## src/rtl/tmcw_pkg.sv

```systemverilog
// ----------------------------------------------------------------------------
// tmcw_pkg
// Shared types and constants for the text-mode cursor writer.
// ----------------------------------------------------------------------------
package tmcw_pkg;

  // Screen geometry
  localparam int COLUMNS = 80;
  localparam int ROWS    = 25;

  localparam int ColW  = $clog2(COLUMNS);
  localparam int RowW  = $clog2(ROWS + 1);   // row saturates at ROWS
  localparam int AddrW = 11;
  localparam int CalcNeedW = $clog2(ROWS * COLUMNS + 1);
  localparam int AddrCalcW = (CalcNeedW > AddrW) ? CalcNeedW : AddrW;

  localparam int CharW  = 8;
  localparam int ColorW = 8;
  localparam int ValueW = CharW + ColorW;

  // Character codes
  localparam logic [CharW-1:0]  CodeNewline   = 8'h0A;
  localparam logic [CharW-1:0]  CodeTab       = 8'h09;
  localparam logic [CharW-1:0]  CodeBackspace = 8'h08;
  localparam logic [CharW-1:0]  CodeSpace     = 8'h20;
  localparam logic [ColorW-1:0] AttrWhite     = 8'd15;

  localparam int TabCount = 4;
  localparam int TabCntW  = $clog2(TabCount);

  // Command queue depth (power of two)
  localparam int QDepth = 2;
  localparam int QPtrW  = $clog2(QDepth);

  typedef enum logic [1:0] {
    OP_PRINT,
    OP_NEWLINE,
    OP_TAB,
    OP_BKSP
  } op_e;

  typedef struct packed {
    op_e               op;
    logic [CharW-1:0]  code;
    logic [ColorW-1:0] color;
  } cmd_t;

  typedef struct packed {
    logic [RowW-1:0]    row;
    logic [ColW-1:0]    col;
    logic [TabCntW-1:0] tab_cnt;
  } back_stat_t;

endpackage

```

## src/rtl/tmcw_if.sv

```systemverilog
// ----------------------------------------------------------------------------
// tmcw_char_if / tmcw_cell_if
// Valid/ready channels for character words in and cell-write words out.
// ----------------------------------------------------------------------------
interface tmcw_char_if;
  logic                          valid;
  logic                          ready;
  logic [tmcw_pkg::CharW-1:0]    char_code;
  logic [tmcw_pkg::ColorW-1:0]   char_color;

  modport source (output valid, output char_code, output char_color, input ready);
  modport sink   (input valid, input char_code, input char_color, output ready);
endinterface

interface tmcw_cell_if;
  logic                          valid;
  logic                          ready;
  logic [tmcw_pkg::AddrW-1:0]    cell_address;
  logic [tmcw_pkg::ValueW-1:0]   cell_value;
  logic                          last_write;

  modport source (output valid, output cell_address, output cell_value,
                  output last_write, input ready);
  modport sink   (input valid, input cell_address, input cell_value,
                  input last_write, output ready);
endinterface

```

## src/rtl/tmcw_front.sv

```systemverilog
// ----------------------------------------------------------------------------
// tmcw_front
// Accepts character words, decodes them into commands and queues them.
// ----------------------------------------------------------------------------
module tmcw_front (
  input  logic           clk_i,
  input  logic           rst_ni,
  input  logic           in_valid_i,
  output logic           in_ready_o,
  input  logic [7:0]     char_code_i,
  input  logic [7:0]     char_color_i,
  output logic           cmd_valid_o,
  input  logic           cmd_ready_i,
  output tmcw_pkg::cmd_t cmd_o
);

  tmcw_pkg::cmd_t cmd_in;
  tmcw_pkg::cmd_t mem_q [tmcw_pkg::QDepth];

  logic [tmcw_pkg::QPtrW:0] wr_ptr_q, wr_ptr_d;
  logic [tmcw_pkg::QPtrW:0] rd_ptr_q, rd_ptr_d;
  logic                     full, empty, push, pop;

  // Tab and backspace always write a white space
  always_comb begin
    cmd_in.code  = tmcw_pkg::CodeSpace;
    cmd_in.color = tmcw_pkg::AttrWhite;
    unique case (char_code_i)
      tmcw_pkg::CodeNewline:   cmd_in.op = tmcw_pkg::OP_NEWLINE;
      tmcw_pkg::CodeTab:       cmd_in.op = tmcw_pkg::OP_TAB;
      tmcw_pkg::CodeBackspace: cmd_in.op = tmcw_pkg::OP_BKSP;
      default: begin
        cmd_in.op    = tmcw_pkg::OP_PRINT;
        cmd_in.code  = char_code_i;
        cmd_in.color = char_color_i;
      end
    endcase
  end

  assign empty = (wr_ptr_q == rd_ptr_q);
  assign full  = (wr_ptr_q[tmcw_pkg::QPtrW-1:0] == rd_ptr_q[tmcw_pkg::QPtrW-1:0]) &&
                 (wr_ptr_q[tmcw_pkg::QPtrW] != rd_ptr_q[tmcw_pkg::QPtrW]);

  assign in_ready_o  = !full;
  assign cmd_valid_o = !empty;
  assign push        = in_valid_i && !full;
  assign pop         = cmd_ready_i && !empty;
  assign cmd_o       = mem_q[rd_ptr_q[tmcw_pkg::QPtrW-1:0]];

  always_comb begin
    wr_ptr_d = push ? wr_ptr_q + 1'b1 : wr_ptr_q;
    rd_ptr_d = pop  ? rd_ptr_q + 1'b1 : rd_ptr_q;
  end

  always_ff @(posedge clk_i or negedge rst_ni) begin
    if (!rst_ni) begin
      wr_ptr_q <= '0;
      rd_ptr_q <= '0;
    end else begin
      wr_ptr_q <= wr_ptr_d;
      rd_ptr_q <= rd_ptr_d;
    end
  end

  always_ff @(posedge clk_i) begin
    if (push) begin
      mem_q[wr_ptr_q[tmcw_pkg::QPtrW-1:0]] <= cmd_in;
    end
  end

endmodule

```

## src/rtl/tmcw_back.sv

```systemverilog
// ----------------------------------------------------------------------------
// tmcw_back
// Owns the cursor and carries out queued commands, one cell step per cycle
// unless a write is held by a full output stage, into a registered output stage.
// ----------------------------------------------------------------------------
module tmcw_back (
  input  logic                         clk_i,
  input  logic                         rst_ni,
  input  logic                         cmd_valid_i,
  output logic                         cmd_ready_o,
  input  tmcw_pkg::cmd_t               cmd_i,
  output logic                         out_valid_o,
  input  logic                         out_ready_i,
  output logic [tmcw_pkg::AddrW-1:0]   cell_address_o,
  output logic [tmcw_pkg::ValueW-1:0]  cell_value_o,
  output logic                         last_write_o,
  output tmcw_pkg::back_stat_t         stat_o
);

  localparam logic [tmcw_pkg::RowW-1:0] RowSat  = tmcw_pkg::RowW'(tmcw_pkg::ROWS);
  localparam logic [tmcw_pkg::ColW-1:0] ColLast = tmcw_pkg::ColW'(tmcw_pkg::COLUMNS - 1);
  localparam logic [tmcw_pkg::TabCntW-1:0] TabLast =
    tmcw_pkg::TabCntW'(tmcw_pkg::TabCount - 1);

  logic [tmcw_pkg::RowW-1:0]    row_q, row_d, row_inc, wr_row;
  logic [tmcw_pkg::ColW-1:0]    col_q, col_d, wr_col;
  logic [tmcw_pkg::TabCntW-1:0] tab_cnt_q, tab_cnt_d;
  logic                         wr, last, step_done, fire, out_free;
  logic [tmcw_pkg::AddrCalcW-1:0] addr_full;

  logic                         out_valid_q, out_valid_d;
  logic [tmcw_pkg::AddrW-1:0]   addr_q;
  logic [tmcw_pkg::ValueW-1:0]  value_q;
  logic                         last_q;

  // One cell step of the current command
  always_comb begin
    row_inc   = (row_q == RowSat) ? row_q : row_q + tmcw_pkg::RowW'(1);
    row_d     = row_q;
    col_d     = col_q;
    wr_row    = row_q;
    wr_col    = col_q;
    wr        = 1'b0;
    last      = 1'b1;
    step_done = 1'b1;
    unique case (cmd_i.op) inside
      tmcw_pkg::OP_PRINT, tmcw_pkg::OP_TAB: begin
        wr    = (row_q != RowSat);
        col_d = (col_q == ColLast) ? '0 : col_q + tmcw_pkg::ColW'(1);
        row_d = (col_q == ColLast) ? row_inc : row_q;
        if (cmd_i.op == tmcw_pkg::OP_TAB) begin
          step_done = (tab_cnt_q == TabLast);
          // later spaces past the bottom row are dropped
          last      = step_done || (row_d == RowSat);
        end
      end
      tmcw_pkg::OP_NEWLINE: begin
        row_d = row_inc;
        col_d = '0;
      end
      tmcw_pkg::OP_BKSP: begin
        if (!(row_q == '0 && col_q == '0)) begin
          if (col_q == '0) begin
            row_d = row_q - tmcw_pkg::RowW'(1);
            col_d = ColLast;
          end else begin
            col_d = col_q - tmcw_pkg::ColW'(1);
          end
          wr_row = row_d;
          wr_col = col_d;
          wr     = (row_d != RowSat);
        end
      end
      default: ;
    endcase
  end

  assign addr_full = tmcw_pkg::AddrCalcW'(wr_row) * tmcw_pkg::AddrCalcW'(tmcw_pkg::COLUMNS) +
                     tmcw_pkg::AddrCalcW'(wr_col);

  assign out_free    = !out_valid_q || out_ready_i;
  assign fire        = cmd_valid_i && (!wr || out_free);
  assign cmd_ready_o = fire && step_done;

  always_comb begin
    tab_cnt_d = tab_cnt_q;
    if (fire) begin
      tab_cnt_d = step_done ? '0 : tab_cnt_q + tmcw_pkg::TabCntW'(1);
    end
    out_valid_d = out_valid_q;
    if (out_free) begin
      out_valid_d = fire && wr;
    end
  end

  always_ff @(posedge clk_i or negedge rst_ni) begin
    if (!rst_ni) begin
      row_q       <= '0;
      col_q       <= '0;
      tab_cnt_q   <= '0;
      out_valid_q <= 1'b0;
    end else begin
      if (fire) begin
        row_q <= row_d;
        col_q <= col_d;
      end
      tab_cnt_q   <= tab_cnt_d;
      out_valid_q <= out_valid_d;
    end
  end

  always_ff @(posedge clk_i) begin
    if (fire && wr) begin
      addr_q  <= addr_full[tmcw_pkg::AddrW-1:0];
      value_q <= {cmd_i.color, cmd_i.code};
      last_q  <= last;
    end
  end

  assign out_valid_o    = out_valid_q;
  assign cell_address_o = addr_q;
  assign cell_value_o   = value_q;
  assign last_write_o   = last_q;

  assign stat_o.row     = row_q;
  assign stat_o.col     = col_q;
  assign stat_o.tab_cnt = tab_cnt_q;

endmodule

```

## src/rtl/text_mode_cursor_writer.sv

```systemverilog
// ----------------------------------------------------------------------------
// A cell write passes through the command queue and then the registered
// output stage. Back end: one cell step per cycle unless a write is held by a
// full output stage; a tab is one step per space, other commands one step.
// The input side is held off only when the 2-entry command queue is full.
// Reset: cursor at row 0, column 0; queue and output stage empty.
// ----------------------------------------------------------------------------
// text_mode_cursor_writer
// Turns character words into text-cell writes while tracking the cursor.
// ----------------------------------------------------------------------------
module text_mode_cursor_writer (
  input  logic        clk_i,
  input  logic        rst_ni,
  tmcw_char_if.sink   char_i,
  tmcw_cell_if.source cell_o
);

  logic                 cmd_valid, cmd_ready;
  tmcw_pkg::cmd_t       cmd;
  tmcw_pkg::back_stat_t stat;

  tmcw_front u_front (
    .clk_i        (clk_i),
    .rst_ni       (rst_ni),
    .in_valid_i   (char_i.valid),
    .in_ready_o   (char_i.ready),
    .char_code_i  (char_i.char_code),
    .char_color_i (char_i.char_color),
    .cmd_valid_o  (cmd_valid),
    .cmd_ready_i  (cmd_ready),
    .cmd_o        (cmd)
  );

  tmcw_back u_back (
    .clk_i          (clk_i),
    .rst_ni         (rst_ni),
    .cmd_valid_i    (cmd_valid),
    .cmd_ready_o    (cmd_ready),
    .cmd_i          (cmd),
    .out_valid_o    (cell_o.valid),
    .out_ready_i    (cell_o.ready),
    .cell_address_o (cell_o.cell_address),
    .cell_value_o   (cell_o.cell_value),
    .last_write_o   (cell_o.last_write),
    .stat_o         (stat)
  );

  a_cursor_range : assert property (@(posedge clk_i) disable iff (!rst_ni)
    (stat.row <= tmcw_pkg::RowW'(tmcw_pkg::ROWS)) &&
    (stat.col <= tmcw_pkg::ColW'(tmcw_pkg::COLUMNS - 1)))
    else $error("cursor out of range");

  a_tab_owner : assert property (@(posedge clk_i) disable iff (!rst_ni)
    (stat.tab_cnt != '0) |-> (cmd_valid && cmd.op == tmcw_pkg::OP_TAB))
    else $error("tab step count without a tab command");

  a_tab_restart : assert property (@(posedge clk_i) disable iff (!rst_ni)
    (cmd_valid && cmd_ready) |=> (stat.tab_cnt == '0))
    else $error("tab step count not cleared after command");

endmodule
```

## src/flat_wrapper.sv

```systemverilog
// flat-port wrapper written by rule: the top's interface ports become plain ports
module text_mode_cursor_writer_flat 
  (clk_i, rst_ni, char_i_valid, char_i_char_code, char_i_char_color, char_i_ready, cell_o_valid, cell_o_cell_address, cell_o_cell_value, cell_o_last_write, cell_o_ready);
  tmcw_char_if char_i_i ();
  tmcw_cell_if cell_o_i ();
  input  logic clk_i;
  input  logic rst_ni;
  input wire logic [$bits(char_i_i.valid)-1:0] char_i_valid;
  input wire logic [$bits(char_i_i.char_code)-1:0] char_i_char_code;
  input wire logic [$bits(char_i_i.char_color)-1:0] char_i_char_color;
  output wire logic [$bits(char_i_i.ready)-1:0] char_i_ready;
  output wire logic [$bits(cell_o_i.valid)-1:0] cell_o_valid;
  output wire logic [$bits(cell_o_i.cell_address)-1:0] cell_o_cell_address;
  output wire logic [$bits(cell_o_i.cell_value)-1:0] cell_o_cell_value;
  output wire logic [$bits(cell_o_i.last_write)-1:0] cell_o_last_write;
  input wire logic [$bits(cell_o_i.ready)-1:0] cell_o_ready;
  assign char_i_i.valid = char_i_valid;
  assign char_i_i.char_code = char_i_char_code;
  assign char_i_i.char_color = char_i_char_color;
  assign char_i_ready = char_i_i.ready;
  assign cell_o_valid = cell_o_i.valid;
  assign cell_o_cell_address = cell_o_i.cell_address;
  assign cell_o_cell_value = cell_o_i.cell_value;
  assign cell_o_last_write = cell_o_i.last_write;
  assign cell_o_i.ready = cell_o_ready;
  text_mode_cursor_writer u_core (.clk_i(clk_i), .rst_ni(rst_ni), .char_i(char_i_i), .cell_o(cell_o_i));
endmodule
```

## config.mk

```make
export PLATFORM = sky130hd
export DESIGN_NAME = text_mode_cursor_writer_flat
export DESIGN_NICKNAME = d
export VERILOG_FILES = /design/src/rtl/tmcw_pkg.sv /design/src/rtl/tmcw_if.sv /design/src/rtl/tmcw_front.sv /design/src/rtl/tmcw_back.sv /design/src/rtl/text_mode_cursor_writer.sv /design/src/flat_wrapper.sv
export SDC_FILE = /design/constraint.sdc
export NUM_CORES = 1
export LEC_CHECK = 0
export ABC_AREA = 1
export BUFFER_PORTS_ARGS = -buffer_cell sky130_fd_sc_hd__buf_2
export CORE_MARGIN = 2
export CORE_UTILIZATION = 51
export DETAILED_ROUTE_END_ITERATION = 7
export HOLD_SLACK_MARGIN = 0.05
export PLACE_DENSITY = 0.73
export SLEW_MARGIN = 20
export SYNTH_ARGS = -nofsm -noshare
export SYNTH_HDL_FRONTEND = slang
export SYNTH_SLANG_ARGS = --single-unit
```

## constraint.sdc

```tcl
create_clock -name clk_i -period 3.4 [get_ports clk_i]
set_input_delay 0.68 -clock clk_i [delete_from_list [all_inputs] [get_ports clk_i]]
set_output_delay 0.68 -clock clk_i [all_outputs]
set_load 0.01 [all_outputs]
```

==> summary.md, run 1 <==
| Metric | Value |
|---|---|
| Path type of the worst min-delay path | `in -> async` |
| Vias in the first global route | `about 3000` |
| Pre-antenna DRT Iters | `4` |
| Dpl cell area | `0.00483 mm^2` |
| Pleak | `0.00231 uW` |
| Die extent in x | `96.3 um` |
| Syn avg cell area | `roughly 9.7 um^2` |
| Total track usage | `20.5%` |
| Initial cell density of the core | `52.7%` |
| Clk_skew | `0.0130 ns` |
| Synth unique cells | `36` |
| Critical path arrival | `3.38 ns` |
| Critical R2R Launch | `u_core.u_back.col_q[0]` |
| Syn Inst Count | `449` |
| RePlAce Congestion | `~0.93` |
| Clock Power Share | `13.2%` |
| Core area | `0.00826 mm^2` |
| Worst Path Required | `3.50 ns` |
| Fin crit period | `3.28 ns` |
| Switching share of power | `43.1%` |
| Fill count | `684` |
| Starting DRT DRC Count | `between 200 and 250` |
| CTS Sinks | `83` |
| Commonest non-fill, non-tap cell in the layout | `nand2_1` |
| Die Ht | `96.3 um` |
| Slew margin rel. | `around 63%` |
| PD cells | `1070 mW/mm^2` |
| Hpwl dp | `6400 um` |
| Pwr Total | `around 5500 uW` |
| Worst vdd ir | `0.913 mV` |
| H-tree Lvls | `3` |
| Mapped Area | `~0.0043 mm^2` |
| Global-route wire length before repair | `14400 um` |
| Ys flop type | `edfxtp_1` |
| Post-synth EDFFs | `64` |
| Int Pwr | `3140 uW` |
| Largest net degree at the start of global routing | `29` |
| Rows | `33` |
| CTS Buf Count | `9` |
| # IOs | `50` |
| Highest clock rate | `approximately 300 MHz` |
| CP max FO | `7` |
| Clk slew on worst S/H paths | `0.08 ns` |
| R2r endpoint | `u_core.u_back.cell_address_o[10]` |
| Period utilization | `a little over nine tenths` |
| Power share of the sequential group | `between 30% and 40%` |
| CTS tree | `done` |
| Slew Limit Fails | `0` |
| Die Area | `approximately 0.0093 mm^2` |
| Commonest non-fill, non-tap cells in the layout | `nand2_1, edfxtp_1, buf_2` |
| Nets | `around 560` |
| # setup viols final | `0` |
| YS warnings | `0` |
| Final antenna-violating net count | `0` |
| Crit start category | `flop` |
| Layout area overhead | `18.6%` |
| FFs w/ async S/R, synth | `22.9%` |
| Crit path kind | `reg -> reg` |
| Least-Margin Pin Slew | `about 0.55 ns` |
| Layout cells sized above 1 | `around 28%` |
| Register area share after synthesis | `55.1%` |
| Post-DR vias/cell | `5.17` |
| Post-route cell area | `0.00516 mm^2` |
| Vias | `3268` |
| Inserted Diodes | `0` |
| Worst Reg2Reg Path Length in Cells | `18` |
| Max Cap Viol | `0` |
| Per-cell routed wire length | `14.3 um` |
| Drt drc | `0` |
| Clk buf depth | `2` |
| Status | `completed` |
| Hold Vio Cnt, Final | `0` |
| Clock latency on the worst-skew pair | `0.36 ns` |
| Syn_nets | `486` |
| Port Buffers | `49` |
| Flop2flop setup slack | `between 0.1 and 0.15 ns` |
| Seq cells post-synth | `83` |
| Clock root buffer | `clkbuf_8` |
| Grt total ovfl | `0` |
| Sw power | `2380 uW` |
| Critical Path End Type | `flop` |
| Total Wirelength | `between 9000 and 10000 um` |
| Initial antenna violation count | `0` |
| Comb pwr share | `53.6%` |
## per-layer routing
layer	up-vias	part of all wire, %	track usage (%)
li1	1630	-	-
met1	1521	47	29.0
met2	106	47	32.0
met3	11	5.3	3.45
met4	0	1.4	7.28
met5	-	0	0
## power by group through the flow
stage               combinational [uW]  sequential [uW]  clock (uW)
finish                            2960             1830         728
global route                      3300             1880         780
CTS                               2760             1840         736
detailed placement                2750             1860           0
global placement                  2670             1840           0
floorplan                         1820             1970           0
## worst max-delay path, cell delays in order (launching register included)
cell	delay [ns]
dfrtp_1	0.40
inv_2	0.07
ha_2	0.18
inv_2	0.05
nor2_4	0.14
nand3_4	0.14
nor2_4	0.14
nand3_2	0.09
nand2_1	0.09
inv_2	0.05
nand2_1	0.09
o21ai_0	0.18
ha_2	0.26
ha_4	0.17
fa_2	0.40
xor2_2	0.20
nand3_2	0.10
xnor2_1	0.15
xnor2_1	0.12
## cell families (layout without fill, tap and decap cells)
| group | after synthesis | count (layout) | synth area share (%) |
|---|---|---|---|
| DFF | 83 | 83 | 55.1 |
| AOI/OAI and AO/OA | 50 | 50 | 7.16 |
| and+or+nand+nor | 218 | 218 | 22.5 |
| buffers and inverters | 61 | 139 | 5.95 |
| xor gates and xnor gates | 20 | 20 | 4.03 |
| adders and majority gates | 17 | 17 | 5.24 |
## worst max-delay path by stage
| stage | startpoint | end | depth (start not counted) |
|---|---|---|---|
| floorplan | u_core.u_back.col_q[0] | u_core.u_back.cell_address_o[10] | 18 |
| global placement | u_core.u_back.col_q[1] | u_core.u_back.cell_address_o[10] | 18 |
| detailed placement | u_core.u_back.col_q[0] | u_core.u_back.cell_address_o[10] | 18 |
| CTS | u_core.u_back.col_q[0] | u_core.u_back.cell_address_o[10] | 18 |
| global route | u_core.u_back.col_q[0] | u_core.u_back.cell_address_o[10] | 18 |
| finish | u_core.u_back.col_q[0] | u_core.u_back.cell_address_o[10] | 18 |
## cells in the mapped netlist (2+ instances only)
cell / instances / area (um^2)
nand4_1: 8 / 50.1
nor3_1: 7 / 35.0
nand3_1: 24 / 120
inv_1: 40 / 150
nor2_1: 37 / 139
nand2_4: 2 / 22.5
fa_1: 2 / 40.0
nand2_2: 6 / 37.5
nor2_4: 4 / 45.0
o221ai_1: 2 / 17.5
or2_1: 3 / 18.8
a21oi_1: 8 / 40.0
clkbuf_1: 9 / 33.8
o211ai_1: 2 / 15.0
ha_1: 15 / 188
xor2_1: 13 / 114
buf_2: 3 / 15.0
or2_2: 6 / 37.5
dfrtp_1: 19 / 475
o22ai_1: 3 / 18.8
o21ai_2: 10 / 87.6
o21ai_0: 21 / 105
inv_2: 4 / 15.0
nand2_1: 118 / 443
buf_6: 3 / 33.8
xnor2_1: 7 / 61.3
edfxtp_1: 64 / 1920
## timing repair
item                       CTS  global route
setup endpoints to repair    0             3
setup buffers                0             4
gates resized for setup      0            28
hold buffers                 0             0
## sequential cells by signal, summed over array words and instances, names as in the netlist
name / cells
u_core.u_back.col_q: 7
u_core.u_back.cell_value_o: 16
u_core.u_front.wr_ptr_q: 2
u_core.u_back.cell_address_o: 11
u_core.u_back.tab_cnt_q: 2
u_core.u_back.last_write_o: 1
u_core.u_front.rd_ptr_q: 2
u_core.u_back.row_q: 5
u_core.u_back.out_valid_o: 1
u_core.u_front.mem_q: 36
## metrics by stage
stage	hold slack (ns)	setup WS (ns)	util [%]	std cells	TNS [ns]
finish	0.255	0.120	62.4	632	0
global route	0.278	-0.0327	62.4	632	-0.0327
CTS	0.258	0.000449	60.9	628	0
detailed placement	0.490	0.0285	58.5	612	0
global placement	0.473	0.137	58.5	612	0
floorplan	0.384	0.0358	-	449	0
## layout make-up
type / count / area, um^2 / area share [%]
Sequential cell: 83 / 2400 / 46.5
Timing Repair Buffer: 79 / 478 / 9.27
Clock buffer: 10 / 128 / 2.48
Multi-Input combinational cell: 305 / 1780 / 34.6
Tap cell: 105 / 131 / 2.55
Inverter: 44 / 165 / 3.20
Clock inverter: 6 / 72.6 / 1.41
(Power assumes the default switching activity.)
==> run 2: changes to the inputs <==
--- a/config.mk
+++ b/config.mk
@@ -8,10 +8,10 @@
 export ABC_AREA = 1
 export BUFFER_PORTS_ARGS = -buffer_cell sky130_fd_sc_hd__buf_2
 export CORE_MARGIN = 2
-export CORE_UTILIZATION = 51
+export CORE_UTILIZATION = 53
 export DETAILED_ROUTE_END_ITERATION = 7
 export HOLD_SLACK_MARGIN = 0.05
-export PLACE_DENSITY = 0.73
+export PLACE_DENSITY = 0.75
 export SLEW_MARGIN = 20
 export SYNTH_ARGS = -nofsm -noshare
 export SYNTH_HDL_FRONTEND = slang
==> run 2 against run 1 <==
Effect of this change: combinational power about the same; worst hold slack better by 0.0087 ns; largest power group unchanged; first-iteration DRC count grew 11%; via count rose by 0.73%; global-route usage grew 1.9 points; clock skew hardly changed; power grew 0.75%; count of clock-buffer cells in the layout is 1 higher; non-clock buffer count increased by 2; highest routed layer unchanged; worst setup slack better by 0.013 ns; wire length is 2.6% higher.
==> summary.md, run 2 (synthesis results as in run 1) <==
| Metric | Value |
|---|---|
| Clk_skew | `0.0134 ns (was 0.0130 ns)` |
| Rows | `33 (unchanged)` |
| Core area | `0.00809 mm^2 (was 0.00826 mm^2)` |
| CTS tree | `done (unchanged)` |
| Slew margin rel. | `61.9% (was 62.9%)` |
| Crit path kind | `reg -> reg (unchanged)` |
| H-tree Lvls | `3 (unchanged)` |
| Period utilization | `96.1% (was 96.5%)` |
| Critical path arrival | `3.36 ns (was 3.38 ns)` |
| Total track usage | `22.4% (was 20.5%)` |
| Layout cells sized above 1 | `27.4% (was 28.1%)` |
| Port Buffers | `49 (unchanged)` |
| Total Wirelength | `9290 um (was 9050 um)` |
| Hpwl dp | `6600 um (was 6400 um)` |
| Comb pwr share | `53.0% (was 53.6%)` |
| Clk slew on worst S/H paths | `0.09 ns (was 0.08 ns)` |
| Fin crit period | `3.27 ns (was 3.28 ns)` |
| Critical Path End Type | `flop (unchanged)` |
| CTS Sinks | `83 (unchanged)` |
| Grt total ovfl | `0 (unchanged)` |
| Crit start category | `flop (unchanged)` |
| RePlAce Congestion | `0.929 (was 0.932)` |
| Initial cell density of the core | `53.7% (was 52.7%)` |
| PD cells | `1080 mW/mm^2 (was 1070 mW/mm^2)` |
| Die extent in x | `94.6 um (was 96.3 um)` |
| Inserted Diodes | `0 (unchanged)` |
| Die Area | `0.00895 mm^2 (was 0.00928 mm^2)` |
| Clock Power Share | `14.0% (was 13.2%)` |
| Power share of the sequential group | `33.0% (was 33.2%)` |
| CP max FO | `6 (was 7)` |
| Least-Margin Pin Slew | `0.569 ns (was 0.554 ns)` |
| Setup TNS | `0 ns (unchanged)` |
| Cts hold-fix bufs | `0 (unchanged)` |
| Nets | `561 (was 559)` |
| Largest net degree at the start of global routing | `29 (unchanged)` |
| Layout area overhead | `18.9% (was 18.6%)` |
| Sw power | `2360 uW (was 2380 uW)` |
| Int Pwr | `3210 uW (was 3140 uW)` |
| Die Ht | `94.6 um (was 96.3 um)` |
| # IOs | `50 (unchanged)` |
| Worst Path Required | `3.50 ns (about the same)` |
| Highest clock rate | `306 MHz (was 305 MHz)` |
| Status | `completed (unchanged)` |
| DP Worst Slack | `-0.0762 ns (was 0.0285 ns)` |
| Crit-path max cell delay | `0.56 ns (was 0.40 ns)` |
| Clk buf depth | `2 (unchanged)` |
| Worst vdd ir | `0.689 mV (was 0.913 mV)` |
| Max Cap Viol | `0 (unchanged)` |
| Commonest non-fill, non-tap cells in the layout | `nand2_1, edfxtp_1, buf_2 (unchanged)` |
| Clock latency on the worst-skew pair | `0.35 ns (was 0.36 ns)` |
| Final antenna-violating net count | `0 (unchanged)` |
| Drt drc | `0 (unchanged)` |
| Slowest stage cell, crit path | `fa_2 (was dfrtp_1)` |
| Clock root buffer | `clkbuf_8 (unchanged)` |
| Max reg flops | `36 (unchanged)` |
| Pleak | `0.00232 uW (was 0.00231 uW)` |
| Global-route wire length before repair | `15200 um (was 14400 um)` |
| Vias in the first global route | `3158 (was 3027)` |
| Hold Vio Cnt, Final | `0 (unchanged)` |
| Post-DR vias/cell | `5.19 (was 5.17)` |
| Per-cell routed wire length | `14.6 um (was 14.3 um)` |
| Worst-path cell chain | `inv_2, ha_4, inv_2, nor2_4, nand3_4, nor2_4, nand3_2, buf_4, nor2_2, nor3_2, o21bai_2, ha_2, ha_4, fa_2, nand3_1, xnor2_1, xnor2_1 (was inv_2, ha_2, inv_2, nor2_4, nand3_4, nor2_4, nand3_2, nand2_1, inv_2, nand2_1, o21ai_0, ha_2, ha_4, fa_2, xor2_2, nand3_2, xnor2_1, xnor2_1)` |
| Initial antenna violation count | `0 (unchanged)` |
| Commonest non-fill, non-tap cell in the layout | `nand2_1 (unchanged)` |
| Setup ws final | `0.134 ns (was 0.120 ns)` |
| Switching share of power | `42.3% (was 43.1%)` |
| Path type of the worst min-delay path | `in -> async (unchanged)` |
| CTS Buf Count | `9 (unchanged)` |
| # setup viols final | `0 (unchanged)` |
| Starting DRT DRC Count | `231 (was 208)` |
| Vias | `3292 (was 3268)` |
| Slew Limit Fails | `0 (unchanged)` |
| Pre-antenna DRT Iters | `5 (was 4)` |
[run 2: what timing repair did]
action,in CTS,in global routing
cloned,0,0
buffers inserted,0,4
resized for setup,3,20
setup endpoints to repair,1,3
pin swaps,2,7
[run 2: worst paths after layout]
check,cells past startpoint,slack (ns),start,end
worst max-delay path,17,0.13,u_core.u_back.col_q[1],u_core.u_back.cell_address_o[10]
worst min-delay path,1,0.26,rst_ni,u_core.u_back.row_q[1]
worst max register to register,17,0.13,u_core.u_back.col_q[1],u_core.u_back.cell_address_o[10]
worst min register to register,1,0.50,u_core.u_front.wr_ptr_q[1],u_core.u_front.wr_ptr_q[1]
max in group asynchronous,1,2.80,rst_ni,u_core.u_back.col_q[0]
min in group clk_i,1,0.50,u_core.u_front.wr_ptr_q[1],u_core.u_front.wr_ptr_q[1]
[run 2: power groups by stage]
stage          Combinational [uW]  Sequential, uW  Clock, uW
2_1_floorplan                1820            1970          0
3_3_place_gp                 2700            1840          0
3_5_place_dp                 2760            1860          0
4_1_cts                      2800            1840        796
5_1_grt                      3330            1880        835
6_report                     2950            1840        781
[run 2: per-stage QoR]
| step | hold WS (ns) | utilization [%] | power, uW | cell area, um^2 | cells |
|---|---|---|---|---|---|
| floorplan | 0.384 | - | 3790 | 4350 | 449 |
| global placement | 0.476 | 59.8 | 4540 | 4840 | 614 |
| detailed placement | 0.494 | 59.8 | 4620 | 4840 | 614 |
| CTS | 0.267 | 62.6 | 5430 | 5070 | 630 |
| global route | 0.299 | 63.9 | 6040 | 5170 | 634 |
| finish | 0.263 | 63.9 | 5570 | 5170 | 634 |
[run 2: worst max-delay path: cells and delay by family (launching register included)]
family	cells	cell delay, ns
adder cells (fa/ha/maj)	4	1.07
AND/OR/NAND/NOR	7	0.75
flip-flops	1	0.40
buffers and inverters	3	0.31
XOR/XNOR	2	0.28
AO/OA/AOI/OAI	1	0.21
[run 2: final cells by class]
| cell class | instances | area [um^2] |
|---|---|---|
| clock buffer | 11 | 131 |
| timing repair buffer | 81 | 489 |
| inverter | 44 | 165 |
| tap | 105 | 131 |
| sequential | 83 | 2400 |
| multi-input combinational | 305 | 1770 |
| fill | 672 | 2920 |
| clock inverter | 5 | 85.1 |
[run 2: per-layer routing]
| layer | track usage, % | vias up | share of wire [%] | wire, um |
|---|---|---|---|---|
| li1 | - | 1640 | - | - |
| met1 | 30.2 | 1535 | 44 | 4130 |
| met2 | 36.5 | 102 | 48 | 4470 |
| met3 | 3.27 | 15 | 5.5 | 511 |
| met4 | 9.66 | 0 | 1.9 | 172 |
| met5 | 0 | - | 0 | 0 |
==> run 3: changes to the inputs <==
--- a/config.mk
+++ b/config.mk
@@ -8,10 +8,10 @@
 export ABC_AREA = 1
 export BUFFER_PORTS_ARGS = -buffer_cell sky130_fd_sc_hd__buf_2
 export CORE_MARGIN = 2
-export CORE_UTILIZATION = 53
+export CORE_UTILIZATION = 63
 export DETAILED_ROUTE_END_ITERATION = 7
 export HOLD_SLACK_MARGIN = 0.05
-export PLACE_DENSITY = 0.75
+export PLACE_DENSITY = 0.84
 export SLEW_MARGIN = 20
 export SYNTH_ARGS = -nofsm -noshare
 export SYNTH_HDL_FRONTEND = slang
==> constraint.sdc (replaced) <==
create_clock -name clk_i -period 4 [get_ports clk_i]
set_input_delay 0.8 -clock clk_i [delete_from_list [all_inputs] [get_ports clk_i]]
set_output_delay 0.8 -clock clk_i [all_outputs]
set_load 0.01 [all_outputs]
==> run 3 against run 2 <==
Effect of this change: via count fell by 0.12%; sequential power fell by 12%; global-route usage rose by 2.1 points; critical path type unchanged; utilization rose by 8.9 points; worst hold slack improved by 0.12 ns; critical endpoint unchanged; critical path depth rose by 1; cell count fell by 8.4%; power fell by 19%; wire length fell by 6.8%; cell area fell by 5.4%; worst setup slack improved by 0.11 ns.
==> summary.md, run 3 (synthesis results as in run 1) <==
| Metric | Value |
|---|---|
| Status | `completed (unchanged)` |
| Total track usage | `24.6% (was 22.4%)` |
| RSZ-0062 raised after global routing | `no` |
| Highest clock rate | `266 MHz (was 306 MHz)` |
| Critical path's most frequent cell | `nand3_1` |
| Largest net degree at the start of global routing | `29 (unchanged)` |
| Die Ht | `87.1 um (was 94.6 um)` |
| # setup viols final | `0 (unchanged)` |
| Area of the multi-input gates | `0.00171 mm^2 (was 0.00177 mm^2)` |
| Starting DRT DRC Count | `429 (was 231)` |
| Crit start category | `flop (unchanged)` |
| Vias | `3288 (was 3292)` |
| Port Buffers | `49 (unchanged)` |
| Drt drc | `0 (unchanged)` |
| Per-cell routed wire length | `14.9 um (was 14.6 um)` |
| Worst-path cell chain | `inv_2, ha_2, inv_1, nor2_4, nand3_4, nor2_1, nand3_1, nand2_1, inv_2, nand3_1, o21ai_0, ha_1, ha_1, fa_1, xor2_2, nand3_1, xnor2_1, xnor2_1 (was inv_2, ha_4, inv_2, nor2_4, nand3_4, nor2_4, nand3_2, buf_4, nor2_2, nor3_2, o21bai_2, ha_2, ha_4, fa_2, nand3_1, xnor2_1, xnor2_1)` |
| Critical path buffer and inverter count | `3 (unchanged)` |
| Fill count | `488 (was 672)` |
| Path type of the worst min-delay path | `in -> async (unchanged)` |
| Commonest non-fill, non-tap cells in the layout | `nand2_1, edfxtp_1, buf_2 (unchanged)` |
| Layout area overhead | `12.5% (was 18.9%)` |
| Clk slew on worst S/H paths | `0.09 ns (about the same)` |
| Crit path kind | `reg -> reg (unchanged)` |
| Post-DR vias/cell | `5.66 (was 5.19)` |
| Pleak | `0.00221 uW (was 0.00232 uW)` |
| Slew margin rel. | `29.5% (was 61.9%)` |
| Total Wirelength | `8660 um (was 9290 um)` |
| Commonest non-fill, non-tap cell in the layout | `nand2_1 (unchanged)` |
| Grt total ovfl | `0 (unchanged)` |
| Cts hold-fix bufs | `0 (unchanged)` |
| Hpwl dp | `5990 um (was 6600 um)` |
| Rows | `30 (was 33)` |
| Final antenna-violating net count | `0 (unchanged)` |
| Hold Vio Cnt, Final | `0 (unchanged)` |
| Clk_skew | `0.00764 ns (was 0.0134 ns)` |
| Vias in the first global route | `3143 (was 3158)` |
| Post-route non-filler standard cell count | `581 (was 634)` |
| Clock root buffer | `clkbuf_8 (unchanged)` |
| PD cells | `923 mW/mm^2 (was 1080 mW/mm^2)` |
| Slowest stage cell, crit path | `dfrtp_1 (was fa_2)` |
| RePlAce Congestion | `0.952 (was 0.929)` |
| Critical path arrival | `3.85 ns (was 3.36 ns)` |
| FF/Latch Area | `0.00240 mm^2 (unchanged)` |
| Initial cell density of the core | `64.7% (was 53.7%)` |
| Initial antenna violation count | `0 (unchanged)` |
| Core area | `0.00672 mm^2 (was 0.00809 mm^2)` |
| Post-route cell area | `0.00489 mm^2 (was 0.00517 mm^2)` |
| Worst Path Required | `4.09 ns (was 3.50 ns)` |
| Dpl cell area | `0.00463 mm^2 (was 0.00484 mm^2)` |
| Clk buf depth | `2 (unchanged)` |
| Critical Path End Type | `flop (unchanged)` |
| Global-route wire length before repair | `14400 um (was 15200 um)` |
| Pre-antenna DRT Iters | `6 (was 5)` |
| H-tree Lvls | `3 (unchanged)` |
| Inserted Diodes | `0 (unchanged)` |
| Max reg flops | `36 (unchanged)` |
| Slew Limit Fails | `0 (unchanged)` |
| Die Area | `0.00758 mm^2 (was 0.00895 mm^2)` |
| Max Cap Viol | `0 (unchanged)` |
| Worst vdd ir | `0.773 mV (was 0.689 mV)` |
| Layout cells sized above 1 | `21.4% (was 27.4%)` |
| Setup Buffers After CTS | `0 (unchanged)` |
| Crit-path max cell delay | `0.45 ns (was 0.56 ns)` |
| Period utilization | `94.0% (was 96.1%)` |
| Least-Margin Pin Slew | `1.06 ns (was 0.569 ns)` |
| CP delay by family, top | `adder cells (unchanged)` |
| Clock latency on the worst-skew pair | `0.35 ns (about the same)` |
| CP max FO | `13 (was 6)` |
| CTS Sinks | `83 (unchanged)` |
| Fin crit period | `3.76 ns (was 3.27 ns)` |
| # IOs | `50 (unchanged)` |
| Die extent in x | `87.1 um (was 94.6 um)` |
| Placed insts | `565 (was 614)` |
| CTS tree | `done (unchanged)` |
| Nets | `533 (was 561)` |
| Setup TNS | `0 ns (unchanged)` |
| CTS Buf Count | `9 (unchanged)` |
## run 3: cell types whose count changed in the layout (fill, tap and decap cells not counted), moves of 2 or more
cell,previous run,this run
inv_2,8,5
inv_1,36,39
o21ai_0,18,20
ha_4,3,0
ha_1,11,14
buf_4,31,4
o21ai_1,4,2
## run 3: what timing repair did
| item | CTS | global route |
|---|---|---|
| endpoints found under the hold margin | 0 | 0 |
| gates resized for setup | 0 | 6 |
| setup endpoints to repair | 0 | 1 |
## run 3: final timing paths
kind / startpoint / to / slack [ns] / depth (start not counted)
worst max-delay path: u_core.u_back.col_q[0] / u_core.u_back.cell_address_o[10] / 0.24 / 18
worst min-delay path: rst_ni / u_core.u_back.out_valid_o / 0.38 / 1
worst max register to register: u_core.u_back.col_q[0] / u_core.u_back.cell_address_o[10] / 0.24 / 18
worst min register to register: u_core.u_front.wr_ptr_q[1] / u_core.u_front.wr_ptr_q[1] / 0.50 / 1
max in group asynchronous: rst_ni / u_core.u_back.col_q[3] / 3.30 / 1
min in group clk_i: u_core.u_front.wr_ptr_q[1] / u_core.u_front.wr_ptr_q[1] / 0.50 / 1
## run 3: metrics by stage
step                worst slack (ns)  power, uW  utilization [%]  hold slack (ns)
floorplan                      0.636       3220                -            0.462
detailed placement             0.168       3760             69.0            0.488
global placement               0.333       3700             69.0            0.476
CTS                            0.113       4480             72.5            0.392
global route                  0.0114       4860             72.8            0.417
finish                         0.241       4520             72.8            0.383
## run 3: cell type report
class,count,area share [%]
Clock inverter,5,2.20
Timing Repair Buffer,53,5.63
Inverter,44,3.38
Multi-Input combinational cell,305,35.0
Clock buffer,11,2.69
Sequential cell,83,49.0
Tap cell,80,2.05
## run 3: where the power goes
| part | leakage (uW) | internal, uW | switching (uW) |
|---|---|---|---|
| combinational | 0.00124 | 723 | 1460 |
| clock | 0.000119 | 420 | 304 |
| sequential | 0.000849 | 1440 | 168 |
## run 3: per-layer routing
metal  vias to the layer above  part of all wire (%)  global-route usage (%)
met4                         0                   1.4                    7.95
met3                        12                   6.1                    3.89
met2                       148                    48                    39.3
met1                      1546                    45                    34.6
li1                       1582                     -                       -
met5                         -                     0                       0
